--- src/design/dq_pkg.sv ---
// Shared types, sizes and codes for the circular deque.
package dq_pkg;

   // Store size and derived widths
   localparam int DEPTH  = 128;
   localparam int PTR_W  = $clog2(DEPTH);
   localparam int CNT_W  = $clog2(DEPTH + 1);
   localparam int WORD_W = 32;
   localparam int OCC_W  = 8;

   // Action codes
   localparam logic [1:0] ACT_PUSH_HEAD = 2'd0;
   localparam logic [1:0] ACT_PUSH_TAIL = 2'd1;
   localparam logic [1:0] ACT_POP_HEAD  = 2'd2;
   localparam logic [1:0] ACT_POP_TAIL  = 2'd3;

   // Status codes
   localparam logic [1:0] ST_OK    = 2'd0;
   localparam logic [1:0] ST_FULL  = 2'd1;
   localparam logic [1:0] ST_EMPTY = 2'd2;

   // Word returned on errors, pushes and for an empty store
   localparam logic signed [WORD_W-1:0] NO_WORD = -32'sd1;

   typedef struct packed {
      logic [1:0]               action;
      logic signed [WORD_W-1:0] value;
   } dq_req_type;

   typedef struct packed {
      logic signed [WORD_W-1:0] popped;
      logic [1:0]               status;
      logic signed [WORD_W-1:0] head_value;
      logic signed [WORD_W-1:0] tail_value;
      logic [OCC_W-1:0]         occupancy;
      logic                     is_empty;
      logic                     is_full;
   } dq_rsp_type;

   // Access to the word store for one cycle
   typedef struct packed {
      logic              wr_en;
      logic [PTR_W-1:0]  wr_addr;
      logic [WORD_W-1:0] wr_data;
      logic              rd_en;
      logic [PTR_W-1:0]  rd_head_addr;
      logic [PTR_W-1:0]  rd_tail_addr;
   } dq_mem_req_type;

endpackage

--- src/design/dq_store.sv ---
// Word store: one write port and two registered read ports.
module dq_store
   import dq_pkg::*;
(
   input  logic                 clock,
   input  dq_mem_req_type       mem_req,
   output logic [WORD_W-1:0]    head_rd,
   output logic [WORD_W-1:0]    tail_rd
);

   logic [WORD_W-1:0] mem [DEPTH];
   logic [WORD_W-1:0] head_rd_ff;
   logic [WORD_W-1:0] tail_rd_ff;

   // Write the pushed word
   always_ff @(posedge clock) begin
      if (mem_req.wr_en) begin
         mem[mem_req.wr_addr] <= mem_req.wr_data;
      end
   end

   // Read both ends; hold the data between transfers
   always_ff @(posedge clock) begin
      if (mem_req.rd_en) begin
         head_rd_ff <= mem[mem_req.rd_head_addr];
         tail_rd_ff <= mem[mem_req.rd_tail_addr];
      end
   end

   assign head_rd = head_rd_ff;
   assign tail_rd = tail_rd_ff;

endmodule

--- config.mk ---
export PLATFORM = sky130hd
export DESIGN_NAME = dq_store
export DESIGN_NICKNAME = d
export VERILOG_FILES = /design/src/design/dq_pkg.sv /design/src/design/dq_store.sv
export SDC_FILE = /design/constraint.sdc
export NUM_CORES = 2
export LEC_CHECK = 0
export BUFFER_PORTS_ARGS = -buffer_cell sky130_fd_sc_hd__buf_2
export CAP_MARGIN = 20
export CORE_UTILIZATION = 53
export CTS_BUF_LIST = sky130_fd_sc_hd__clkbuf_4 sky130_fd_sc_hd__clkbuf_8 sky130_fd_sc_hd__clkbuf_16
export CTS_CLUSTER_SIZE = 20
export DETAILED_ROUTE_END_ITERATION = 10
export PLACE_DENSITY = 0.69
export SLEW_MARGIN = 20
export SYNTH_ARGS = -nofsm -noshare
export SYNTH_HDL_FRONTEND = slang
export SYNTH_SLANG_ARGS = --single-unit
--- constraint.sdc ---
create_clock -name clock -period 4 [get_ports clock]
set_clock_uncertainty 0.05 [all_clocks]
set_input_delay 0.4 -clock clock [delete_from_list [all_inputs] [get_ports clock]]
set_output_delay 0.4 -clock clock [all_outputs]
set_load 0.005 [all_outputs]
==> summary.md <==
| Metric | Value |
|---|---|
| Status | `complete, but fails checks` |
| Failing checks | `DRC, hold timing` |
| Global-route wire length before repair | `843000 µm` |
| Initial Util | `0.533` |
| Top cell type's share of synthesized area | `0.660` |
| CP Cell Sequence | `buf_12 -> buf_12 -> buf_12 -> buf_12 -> mux4_2 -> mux4_2 -> mux4_2 -> mux2_2` |
| CTS tree | `yes` |
| Die area | `0.360 mm²` |
| Ratio of cells with drive above 1 in the final layout | `0.498` |
| CP arrival | `3630 ps` |
| Seq cells post-synth | `4160` |
| Max-cap violations | `0` |
| Top cell type by total area after synthesis | `edfxtp_1` |
| Top cell by count, worst path | `buf_12` |
| Final-layout fill cell count | `23980` |
| Synth area leaders | `edfxtp_1 66%, mux4_2 32%, clkbuf_1 0.72%` |
| Hold Crit Class | `input pin to register` |
| DR vias/cell | `7.54` |
| DPL Wire Length | `347000 µm` |
| Mean post-synth cell area | `24.6 µm²` |
| Largest stage delay on the critical path | `700 ps` |
| Top_reg_cell synth | `edfxtp_1` |
| Worst path slowest cell | `mux4_2` |
| Number of global-route vias before repair | `102015` |
| RSZ-0062 raised after global routing | `false` |
| Ports | `120` |
| GP Congestion | `0.867` |
| Multi-input gate area | `0.0629 mm²` |
| Worst Setup Start Kind | `input pin` |
| Initial detailed-routing violation count | `17062` |
| Crit path max fanout | `29` |
| Endpoint type of the worst setup path | `register` |
| Core ar. | `0.356 mm²` |
| Placed cell count | `12532` |
| Fin. max-slew vios | `0` |
| Register area | `0.125 mm²` |
| Hold Vio Cnt, Final | `20` |
| CTS Buffer Depth | `4` |
| Residual DRC | `32` |
| Largest net degree at the start of global routing | `129` |
| Post-synthesis instance area | `0.189 mm²` |
| Worst VDD drop | `0.390 mV` |
| Top post-synthesis cells by count | `4160 x edfxtp_1, 2688 x mux4_2, 365 x clkbuf_1` |
| Leak Pwr | `0.0667 µW` |
| Netlist cell types | `16` |
| Fin crit share | `0.738` |
| Most frequent cell after synthesis | `edfxtp_1` |
| Die X | `600 µm` |
| Sequential area share after synthesis | `0.660` |
| Clk sinks | `4160` |
| Number of flops mapped to enable cells by yosys | `4160` |
| DRT Pass-1 Iters | `9` |
| Chip height | `600 µm` |
| Setup tns final | `0 ps` |
| Req. time, crit path | `4680 ps` |
| Yosys warning total | `0` |
| TritonCTS Buffers | `425` |
| CTS Hold Bufs | `22` |
| Syn nets | `7757` |
| H-tree Lvls | `5` |
| Core Rows | `219` |
| IO buf count | `119` |
| Final non-filler cell total | `13495` |
| Via Count | `101762` |
| Final wirelength | `613000 µm` |
| Layout area overhead | `14.8%` |
| Pwr per Cell Area | `448 mW/mm²` |
| Initial antenna violation count | `66` |
| Post-DR wirelength/cell | `45.4 µm` |
| Setup Crit Path Kind | `input pin to register` |
| Rel. slew slack | `0.157` |
| # Post-CTS Setup Buffers | `0` |
| Highest Clock Rate | `339 MHz` |
| Post_cts resized | `0` |
| Tightest Pin Transition | `1270 ps` |
| Clk slew on worst S/H paths | `60 ps` |
| Total grt overflow | `0` |
| CTS root buf | `clkbuf_16` |
| Clock insertion delay at the later pin of the skew report | `1010 ps` |
| Finish-stage setup viols | `0` |
| FFs w/ async S/R, synth | `0` |
| Fin crit period | `2950 ps` |
| Synth Instances | `7701` |
| Fin Hold WS | `-15.0 ps` |
| Final #Nets | `8290` |
| Global Route Usage Sum | `0.346` |
| Final ANT Viol Nets | `0` |
-- cells by family after synthesis --
group,count (synthesis),synth area share
AND/OR/NAND/NOR,170,0.00368
multiplexers,2752,0.323
buffers and inverters,619,0.0134
flip-flops,4160,0.660
-- report_power, final --
part	internal, µW	switching [µW]
Combinational	3670	4310
Sequential	48300	357
Clock	23700	17100
Total	75700	21800
-- registers in the layout (all words and copies together) (netlist names) --
| signal | flops |
|---|---|
| tail_rd | 32 |
| mem | 4096 |
| head_rd | 32 |
-- worst max-delay path: cells and delay by family --
| kind | cells | cell delay [ps] |
|---|---|---|
| multiplexers | 4 | 2090 |
| buffers and inverters | 4 | 980 |
-- metrics by stage --
stage | cell area, µm² | util | hold slack, ps | setup WS [ps] | total power (µW)
4_1_cts | 217000 | 0.610 | 2.84 | 1120 | 97600
6_report | 217000 | 0.611 | -15.0 | 1050 | 97500
3_3_place_gp | 202000 | 0.569 | 739 | 99.3 | 57200
5_1_grt | 217000 | 0.611 | 15.2 | 971 | 99500
3_5_place_dp | 202000 | 0.569 | 767 | 92.2 | 57300
2_1_floorplan | 189000 | - | 449 | 311 | 53800
-- worst paths after layout --
| path | startpoint | to | slack, ps | cells past startpoint |
|---|---|---|---|---|
| max reg2reg | mem[87][26] | tail_rd[26] | 1090 | 4 |
| min reg2reg | mem[82][18] | head_rd[18] | 1170 | 4 |
| min | mem_req[26] | mem[54][11] | -20 | 1 |
| max | mem_req[7] | head_rd[24] | 1050 | 8 |
-- per-layer routing --
| metal | vias up | wire [µm] | track usage |
|---|---|---|---|
| met3 | 1504 | 86100 | 0.102 |
| met5 | - | 212 | 0 |
| met1 | 55405 | 205000 | 0.465 |
| met4 | 32 | 39600 | 0.200 |
| li1 | 36687 | - | - |
| met2 | 8134 | 282000 | 0.511 |
-- layout make-up --
| cell class | instances | share of cell area |
|---|---|---|
| tap | 4751 | 0.0273 |
| multi-input combinational | 2922 | 0.289 |
| antenna | 155 | 0.00178 |
| timing repair buffer | 725 | 0.0410 |
| clock buffer | 530 | 0.0534 |
| sequential | 4160 | 0.575 |
| clock inverter | 252 | 0.0125 |
-- cell usage in the layout, fill, tap and decap left out, types with 2 or more instances in the layout --
cell type	netlist	layout
edfxtp_1	4160	4160
clkinv_16	0	6
bufinv_16	0	49
inv_16	0	3
clkinvlp_4	0	15
nor2_1	122	3
nand3_1	12	12
clkinv_4	0	9
nor2b_1	7	7
buf_2	103	72
buf_4	17	334
buf_12	0	279
nand2b_1	2	2
clkbuf_4	0	95
nor3_2	0	9
inv_6	0	7
mux2_2	64	64
nand4_1	3	3
clkinv_1	0	82
dlygate4sd3_1	0	25
clkbuf_16	0	435
mux4_2	2688	2688
buf_8	0	6
buf_6	2	8
diode_2	0	155
clkinv_2	0	78
clkinv_8	0	3
nand2_1	14	14
nor2_4	0	119
No activity file was read; power rests on OpenSTA's default activity.
