### config.mk
export PLATFORM = sky130hd
export DESIGN_NAME = dq_ctrl
export DESIGN_NICKNAME = d
export VERILOG_FILES = /design/src/design/dq_pkg.sv /design/src/design/dq_ctrl.sv
export SDC_FILE = /design/constraint.sdc
export NUM_CORES = 1
export LEC_CHECK = 0
export BUFFER_PORTS_ARGS = -buffer_cell sky130_fd_sc_hd__buf_4
export CORE_ASPECT_RATIO = 1.75
export CORE_MARGIN = 10
export CORE_UTILIZATION = 26
export DETAILED_ROUTE_END_ITERATION = 7
export GPL_TIMING_DRIVEN = 0
export PLACE_DENSITY_LB_ADDON = 0.15
export SLEW_MARGIN = 20
export SYNTH_ARGS = -nofsm -noshare
export SYNTH_HDL_FRONTEND = slang
export SYNTH_SLANG_ARGS = --single-unit
### constraint.sdc
create_clock -name clock -period 4.75 [get_ports clock]
set_input_delay 0.7125 -clock clock [delete_from_list [all_inputs] [get_ports clock]]
set_output_delay 0.7125 -clock clock [all_outputs]
set_load 0.05 [all_outputs]
### src/design/dq_pkg.sv
// Shared types, sizes and codes for the circular deque.
package dq_pkg;

   // Store size and derived widths
   localparam int DEPTH  = 128;
   localparam int PTR_W  = $clog2(DEPTH);
   localparam int CNT_W  = $clog2(DEPTH + 1);
   localparam int WORD_W = 32;
   localparam int OCC_W  = 8;

   // Action codes
   localparam logic [1:0] ACT_PUSH_HEAD = 2'd0;
   localparam logic [1:0] ACT_PUSH_TAIL = 2'd1;
   localparam logic [1:0] ACT_POP_HEAD  = 2'd2;
   localparam logic [1:0] ACT_POP_TAIL  = 2'd3;

   // Status codes
   localparam logic [1:0] ST_OK    = 2'd0;
   localparam logic [1:0] ST_FULL  = 2'd1;
   localparam logic [1:0] ST_EMPTY = 2'd2;

   // Word returned on errors, pushes and for an empty store
   localparam logic signed [WORD_W-1:0] NO_WORD = -32'sd1;

   typedef struct packed {
      logic [1:0]               action;
      logic signed [WORD_W-1:0] value;
   } dq_req_type;

   typedef struct packed {
      logic signed [WORD_W-1:0] popped;
      logic [1:0]               status;
      logic signed [WORD_W-1:0] head_value;
      logic signed [WORD_W-1:0] tail_value;
      logic [OCC_W-1:0]         occupancy;
      logic                     is_empty;
      logic                     is_full;
   } dq_rsp_type;

   // Access to the word store for one cycle
   typedef struct packed {
      logic              wr_en;
      logic [PTR_W-1:0]  wr_addr;
      logic [WORD_W-1:0] wr_data;
      logic              rd_en;
      logic [PTR_W-1:0]  rd_head_addr;
      logic [PTR_W-1:0]  rd_tail_addr;
   } dq_mem_req_type;

endpackage

### src/design/dq_ctrl.sv
// Pointer, count and result register control for the circular deque.
module dq_ctrl
   import dq_pkg::*;
(
   input  logic              clock,
   input  logic              reset,
   input  logic              req_valid,
   output logic              req_stall,
   input  dq_req_type        req_data,
   output logic              rsp_valid,
   input  logic              rsp_stall,
   output dq_rsp_type        rsp_data,
   output dq_mem_req_type    mem_req,
   input  logic [WORD_W-1:0] head_rd,
   input  logic [WORD_W-1:0] tail_rd
);

   logic [PTR_W-1:0]  head_ff, head_in;
   logic [PTR_W-1:0]  tail_ff, tail_in;
   logic [CNT_W-1:0]  cnt_ff, cnt_in;
   logic              rsp_valid_ff, rsp_valid_in;
   logic [WORD_W-1:0] popped_ff, popped_in;
   logic [1:0]        status_ff, status_in;
   logic              head_byp_ff, head_byp_in;
   logic              tail_byp_ff, tail_byp_in;
   logic [WORD_W-1:0] push_word_ff;
   logic              accept;
   logic              empty;
   logic              full;
   logic [WORD_W-1:0] cur_head_word;
   logic [WORD_W-1:0] cur_tail_word;
   logic [PTR_W-1:0]  head_inc, head_dec, tail_inc, tail_dec;

   // Hold the input while a waiting result is not taken
   assign req_stall = rsp_valid_ff & rsp_stall;
   assign accept    = req_valid & ~req_stall;

   assign empty = (cnt_ff == '0);
   assign full  = (cnt_ff == CNT_W'(DEPTH));

   // Words at the ends: freshly pushed word, else registered store data
   assign cur_head_word = head_byp_ff ? push_word_ff : head_rd;
   assign cur_tail_word = tail_byp_ff ? push_word_ff : tail_rd;

   // Wrapping pointer steps
   assign head_inc = (head_ff == PTR_W'(DEPTH - 1)) ? '0 : head_ff + 1'b1;
   assign head_dec = (head_ff == '0) ? PTR_W'(DEPTH - 1) : head_ff - 1'b1;
   assign tail_inc = (tail_ff == PTR_W'(DEPTH - 1)) ? '0 : tail_ff + 1'b1;
   assign tail_dec = (tail_ff == '0) ? PTR_W'(DEPTH - 1) : tail_ff - 1'b1;

   // Step the deque for one transfer
   always_comb begin
      head_in     = head_ff;
      tail_in     = tail_ff;
      cnt_in      = cnt_ff;
      popped_in   = NO_WORD;
      status_in   = ST_OK;
      head_byp_in = 1'b0;
      tail_byp_in = 1'b0;
      mem_req.wr_en   = 1'b0;
      mem_req.wr_addr = '0;
      mem_req.wr_data = req_data.value;
      case (req_data.action)
         ACT_PUSH_HEAD, ACT_PUSH_TAIL: begin
            if (full) begin
               status_in = ST_FULL;
            end else begin
               mem_req.wr_en = accept;
               cnt_in        = cnt_ff + 1'b1;
               if (empty) begin
                  head_in     = '0;
                  tail_in     = '0;
                  head_byp_in = 1'b1;
                  tail_byp_in = 1'b1;
               end else if (req_data.action == ACT_PUSH_HEAD) begin
                  head_in         = head_dec;
                  mem_req.wr_addr = head_dec;
                  head_byp_in     = 1'b1;
               end else begin
                  tail_in         = tail_inc;
                  mem_req.wr_addr = tail_inc;
                  tail_byp_in     = 1'b1;
               end
            end
         end
         ACT_POP_HEAD, ACT_POP_TAIL: begin
            if (empty) begin
               status_in = ST_EMPTY;
            end else begin
               cnt_in = cnt_ff - 1'b1;
               if (req_data.action == ACT_POP_HEAD) begin
                  popped_in = cur_head_word;
                  head_in   = head_inc;
               end else begin
                  popped_in = cur_tail_word;
                  tail_in   = tail_dec;
               end
               // Drop back to slot zero when the last word leaves
               if (cnt_ff == CNT_W'(1)) begin
                  head_in = '0;
                  tail_in = '0;
               end
            end
         end
         default: begin
            status_in = ST_OK;
         end
      endcase
      mem_req.rd_en        = accept;
      mem_req.rd_head_addr = head_in;
      mem_req.rd_tail_addr = tail_in;
   end

   // Result valid: load on transfer, hold while stalled
   assign rsp_valid_in = accept | (rsp_valid_ff & rsp_stall);

   // Control state
   always_ff @(posedge clock) begin
      if (reset) begin
         head_ff      <= '0;
         tail_ff      <= '0;
         cnt_ff       <= '0;
         rsp_valid_ff <= 1'b0;
         head_byp_ff  <= 1'b0;
         tail_byp_ff  <= 1'b0;
      end else begin
         rsp_valid_ff <= rsp_valid_in;
         if (accept) begin
            head_ff     <= head_in;
            tail_ff     <= tail_in;
            cnt_ff      <= cnt_in;
            head_byp_ff <= head_byp_in;
            tail_byp_ff <= tail_byp_in;
         end
      end
   end

   // Result payload
   always_ff @(posedge clock) begin
      if (accept) begin
         popped_ff    <= popped_in;
         status_ff    <= status_in;
         push_word_ff <= req_data.value;
      end
   end

   // State only moves on a transfer, so it describes the held result
   assign rsp_valid           = rsp_valid_ff;
   assign rsp_data.popped     = popped_ff;
   assign rsp_data.status     = status_ff;
   assign rsp_data.head_value = empty ? NO_WORD : cur_head_word;
   assign rsp_data.tail_value = empty ? NO_WORD : cur_tail_word;
   assign rsp_data.occupancy  = OCC_W'(cnt_ff);
   assign rsp_data.is_empty   = empty;
   assign rsp_data.is_full    = full;

endmodule

==> impl_metrics.toml, run 1 <==
[status]
status = "completed"

[clock_tree]
cts_num_sinks = 91
clk_path_buf_depth = 2
ctsHtreeMaxLevel = 3
cts_buffers = 9
post_cts_hold_buffer_count = 0
cts_root_buf = "sky130_fd_sc_hd__clkbuf_16"
clk_pin_slew_ps = 70
clk_latency_ps = 360
cts_resized = 0
tritoncts = "yes"
postCtsSetupBuffers = 0

[timing]
max_freq_mhz = 256
post-route-period-util_pct = 82.4
max_slew_margin_pct = 31.9
final_skew_ps = 9.76
setup_viol_count_final = 0
timing_hold_violations_final = 0
worst_pin_slew_ps = 995
min_cycle_time_layout_ps = 3910
grt_setup_unrepaired = "false"
number_of_max_slew_violations_in_the_final_report = 0

[global_route]
grt_start_max_net_pins = 48
grtUsageMet1_pct = 18.0
antenna_found_initial = 1
met2_usage_in_global_routing_pct = 35.0
grt_use_total_pct = 18.2
vias_in_the_first_global_route = 6878
wire_length_of_the_first_global_routing_pass_mm = 43.7
busiest_layer = "met2"
globalRouteMet3Util_pct = 4.40
globalRoute.totalOverflow = 0

[cells_and_area]
layout.cells.most_common = "sky130_fd_sc_hd__buf_4"
post_layout_cell_count = 1337
share_of_cells_above_drive_strength_1_pct = 33.3
ant_diodes = 0
syn2layout_area_growth_pct = 42.4
finish.net_count = 1135
layout.cells.most_common_list = "sky130_fd_sc_hd__buf_4, sky130_fd_sc_hd__nand2_1, sky130_fd_sc_hd__mux2i_1, sky130_fd_sc_hd__edfxtp_1, sky130_fd_sc_hd__nor2_1"
finish.utilization_pct = 37.7

[critical_path]
ff2ff_setup_slack_ps = 1870
rr_worst_depth = 7
cp_data_required_time_ps = 4040
crit_fanout = 10
worstSetupStartpoint = "cnt_ff[0]"
crit_type = "register to primary output"
timing.critical_path.from_type = "register"
worstPathArrival_ps = 3200
reg2reg_to = "head_byp_ff"
end_kind = "primary output"
critical_path.reg2reg.startpoint = "cnt_ff[1]"
crit_end = "rsp_data[54]"

[yosys]
postSynthAreaPerCell_um2 = 8.50
synth_top_flop_cell = "sky130_fd_sc_hd__edfxtp_1"
post_synth_inst_count = 748
synth_seq_cells = 91
post_synth_and_or_nand_nor_area_fraction_pct = 21.8
edff_count_synth = 66
number_of_warning_messages_in_the_yosys_log = 0
largest_family_of_logic_cells_by_synthesized_area = "simple AND/OR/NAND/NOR gates"
muxShareOfSynthArea_pct = 10.6
seq_area_frac_synth_pct = 39.1
syn_nets = 859
syn-cell-area_um2 = 6360
synth_adder_area_share_pct = 1.77
synth_compound_gate_area_share_pct = 15.0
async_reset_ff_share_pct = 0
synth-xor-area-share_pct = 2.34
post_synth_num_cell_types = 72

[route]
post_drt_via_cell_ratio = 5.05
drt_first_pass_iters = 5
dr_total_vias = 6746
wire_per_inst_um = 22.5
antenna_left = 0
route.final.wire_length_mm = 30.0
initialDrtViolationCount = 407
drc = 0

[place]
dp.cells = 1321
gpl.final_weighted_congestion = 0.954
dp.final_hpwl_mm = 23.8
buffer_ports.inserted = 264

[floorplanning]
die_w_um = 138
initial_core_util_pct = 26.5
coreArea_um2 = 24000
floorplan.die.height_um = 227
floorplan.die_area_um2 = 31300
boundaryPins = 267
placementRows = 75

[worst_hold_path]
min_path_type = "primary input to register"

[power]
total_power_mw = 5.16
p_leak_nw = 3.74
vdd_drop_max_mv = 0.274
power.density_cell_area_nw_per_um2 = 571

[run]
maxCapViolations = 0
## synthesized netlist by cell type (15+ instances only)
master / number / area [µm²]
sky130_fd_sc_hd__dfxtp_1: 25 / 500
sky130_fd_sc_hd__inv_1: 16 / 60.1
sky130_fd_sc_hd__buf_4: 35 / 263
sky130_fd_sc_hd__clkbuf_1: 47 / 176
sky130_fd_sc_hd__mux2i_1: 66 / 661
sky130_fd_sc_hd__a21oi_1: 19 / 95.1
sky130_fd_sc_hd__nor2_1: 57 / 214
sky130_fd_sc_hd__o21ai_0: 43 / 215
sky130_fd_sc_hd__edfxtp_1: 66 / 1980
sky130_fd_sc_hd__o22ai_1: 17 / 106
sky130_fd_sc_hd__nor3_1: 15 / 75.1
sky130_fd_sc_hd__nand2_1: 164 / 616
## flip-flops by register name, summed over array words and instances, names as in the netlist
register      cells
popped_ff        32
push_word_ff     32
cnt_ff            8
head_ff           7
tail_ff           7
status_ff         2
head_byp_ff       1
rsp_valid         1
tail_byp_ff       1
## cells by family (layout without fill, tap and decap cells)
logic type                 Yosys count  after routing
and+or+nand+nor                    308            308
AOI/OAI and AO/OA                  143            143
buffers and inverters              113            394
DFF                                 91             91
muxes                               67             67
xor gates and xnor gates            17             17
adders and majority gates            9              9
## worst max-delay path, stage by stage, from the launching register on
cell	delay, ps
sky130_fd_sc_hd__dfxtp_1	490
sky130_fd_sc_hd__inv_1	90
sky130_fd_sc_hd__ha_1	270
sky130_fd_sc_hd__nor3b_2	240
sky130_fd_sc_hd__nand2_1	290
sky130_fd_sc_hd__clkbuf_1	420
sky130_fd_sc_hd__clkbuf_1	570
sky130_fd_sc_hd__nand2_1	210
sky130_fd_sc_hd__buf_4	250
## area by class of cell
cell class | instances | area, µm²
inverter | 19 | 71.3
clock buffer | 9 | 225
clock inverter | 7 | 68.8
timing repair buffer | 265 | 2010
buffer | 94 | 537
fill | 2568 | 15000
tap | 308 | 385
sequential | 91 | 2480
multi-input combinational | 544 | 3270
## layer usage
| metal | vias up | wire (µm) |
|---|---|---|
| li1 | 3185 | - |
| met1 | 3222 | 10800 |
| met2 | 272 | 16500 |
| met3 | 65 | 1670 |
| met4 | 2 | 1110 |
| met5 | - | 9 |
## worst min path at each step
stage                  from                to  cells after the start
5_1_grt        req_data[21]  push_word_ff[21]                      1
2_1_floorplan    tail_ff[5]        tail_ff[5]                      2
6_report       req_data[21]  push_word_ff[21]                      1
4_1_cts        req_data[21]  push_word_ff[21]                      1
3_5_place_dp     tail_ff[5]        tail_ff[5]                      2
3_3_place_gp     head_ff[6]        head_ff[6]                      2
## per-stage QoR
| stage | worst slack (ps) | hold slack, ps | cell area, µm² | TNS, ps |
|---|---|---|---|---|
| 2_1_floorplan | 364 | 532 | 6360 | 0 |
| 3_3_place_gp | -1420 | 578 | 8720 | -44880 |
| 3_5_place_dp | 974 | 589 | 8760 | 0 |
| 4_1_cts | 755 | 512 | 9050 | 0 |
| 5_1_grt | 666 | 513 | 9050 | 0 |
| 6_report | 838 | 531 | 9050 | 0 |
## where the power goes
group	switching, mW	internal (mW)	leakage, nW
combinational	2.48	0.918	2.80
sequential	0.0608	0.954	0.794
clock	0.340	0.407	0.143
total	2.89	2.28	3.74
Note: power is estimated with default switching activity, not from simulation.
==> inputs of run 2 (changes only) <==
==> constraint.sdc (replaced) <==
create_clock -name clock -period 3.9 [get_ports clock]
set_input_delay 0.585 -clock clock [delete_from_list [all_inputs] [get_ports clock]]
set_output_delay 0.585 -clock clock [all_outputs]
set_load 0.05 [all_outputs]
==> impl_metrics.toml, run 2 (synthesized netlist as in run 1, its figures left out) <==
[route]
post_drt_via_cell_ratio = 5.02
drc = 0
wire_per_inst_um = 22.3
initialDrtViolationCount = 431
route.final.wire_length_mm = 29.8
drt_first_pass_iters = 5
antenna_left = 0
dr_total_vias = 6717

[floorplanning]
coreArea_um2 = 24000
placementRows = 75
boundaryPins = 267
floorplan.die.height_um = 227
die_w_um = 138
floorplan.die_area_um2 = 31300
initial_core_util_pct = 26.5

[timing]
min_cycle_time_layout_ps = 3910
setup_total_negative_slack_ps = -6.62
timing_hold_violations_final = 0
post-route-period-util_pct = 100
max_slew_margin_pct = 24.7
final_skew_ps = 6.04
setup_viol_count_final = 1
final_critical_path_setup_slack_ps = -6.62
number_of_max_slew_violations_in_the_final_report = 0
max_freq_mhz = 256
grt_setup_unrepaired = "false"
worst_pin_slew_ps = 1100

[cells_and_area]
layout.cells.most_common_list = "sky130_fd_sc_hd__buf_4, sky130_fd_sc_hd__nand2_1, sky130_fd_sc_hd__mux2i_1, sky130_fd_sc_hd__edfxtp_1, sky130_fd_sc_hd__nor2_1"
post_layout_cell_count = 1337
largestRegisters = "popped_ff x32, push_word_ff x32, cnt_ff x8"
syn2layout_area_growth_pct = 42.4
finish.utilization_pct = 37.7
finish.net_count = 1134
share_of_cells_above_drive_strength_1_pct = 33.1
layout.cells.most_common = "sky130_fd_sc_hd__buf_4"

[clock_tree]
cts_num_sinks = 91
clk_path_buf_depth = 2
tritoncts = "yes"
postCtsSetupBuffers = 0
cts_root_buf = "sky130_fd_sc_hd__clkbuf_16"
clk_pin_slew_ps = 70
clk_latency_ps = 370
ctsHtreeMaxLevel = 3
cts_buffers = 9

[status]
violations = "negative setup slack"
status = "finished with violations"

[power]
p_leak_nw = 3.74
power.density_cell_area_nw_per_um2 = 702
vdd_drop_max_mv = 0.394

[place]
dp.final_hpwl_mm = 23.5
buffer_ports.inserted = 264
dp.cells = 1320
gpl.final_weighted_congestion = 0.981

[critical_path]
crit_fanout = 8
end_kind = "primary output"
cp_data_required_time_ps = 3310
crit_type = "register to primary output"
timing.critical_path.from_type = "register"
worstPathArrival_ps = 3320

[run]
maxCapViolations = 0

[worst_hold_path]
min_path_type = "primary input to register"

[global_route]
wire_length_of_the_first_global_routing_pass_mm = 43.3
vias_in_the_first_global_route = 6852
grt_use_total_pct = 18.1
grt_start_max_net_pins = 77
globalRoute.totalOverflow = 0
antenna_found_initial = 2
-- run 2: cell count changes in the layout (fill, tap and decap cells not counted), sizes merged --
cell | before | now
buf | 311 | 310
bufinv | 1 | 2
clkbuf | 57 | 58
clkinv | 7 | 6
clkinvlp | 1 | 0
diode | 0 | 1
-- run 2: power breakdown --
group,switching (mW),internal [mW]
sequential,0.0728,1.16
combinational,3.02,1.12
clock,0.420,0.557
-- run 2: worst max-delay path: stages, from the launching register on --
cell                        delay, ps
sky130_fd_sc_hd__dfxtp_1          550
sky130_fd_sc_hd__inv_1            180
sky130_fd_sc_hd__ha_1             240
sky130_fd_sc_hd__nor2b_1          190
sky130_fd_sc_hd__a2111oi_0       1000
sky130_fd_sc_hd__a221oi_1         250
sky130_fd_sc_hd__a211o_1          330
sky130_fd_sc_hd__buf_4            210
-- run 2: final cells by class --
type,instances,area (µm²)
Clock buffer,10,229
Timing Repair Buffer,264,1980
Buffer,94,544
Sequential cell,91,2480
Fill cell,2585,15000
Tap cell,308,385
Clock inverter,6,80.1
Antenna cell,1,2.50
Inverter,19,71.3
Multi-Input combinational cell,544,3280
-- run 2: final timing paths --
kind,startpoint,to,slack (ps),cells past startpoint
min,req_data[31],push_word_ff[31],390,1
max reg2reg,head_ff[0],head_ff[3],880,7
min reg2reg,tail_ff[5],tail_ff[5],600,2
max,head_ff[0],mem_req[10],-7,7
-- run 2: timing repair --
item	4_1_cts	5_1_grt
gates resized for setup	0	3
setup endpoints to repair	0	29
hold buffers	0	0
-- run 2: through the flow --
| stage | total power, mW | worst slack (ps) | hold slack (ps) | area (µm²) |
|---|---|---|---|---|
| floorplan | 3.99 | 446 | 532 | 6360 |
| global placement | 5.42 | -155 | 577 | 8720 |
| detailed placement | 5.43 | 298 | 573 | 8730 |
| CTS | 6.42 | 81.7 | 380 | 9040 |
| global route | 6.64 | 4.17 | 387 | 9050 |
| finish | 6.36 | -6.62 | 395 | 9050 |
-- run 2: per-layer routing --
metal	track usage, %	vias up	part of all wire [%]
li1	-	3175	-
met1	17.8	3210	36
met2	34.3	281	54
met3	4.44	49	5.9
met4	8.81	2	3.6
met5	0	-	0.037
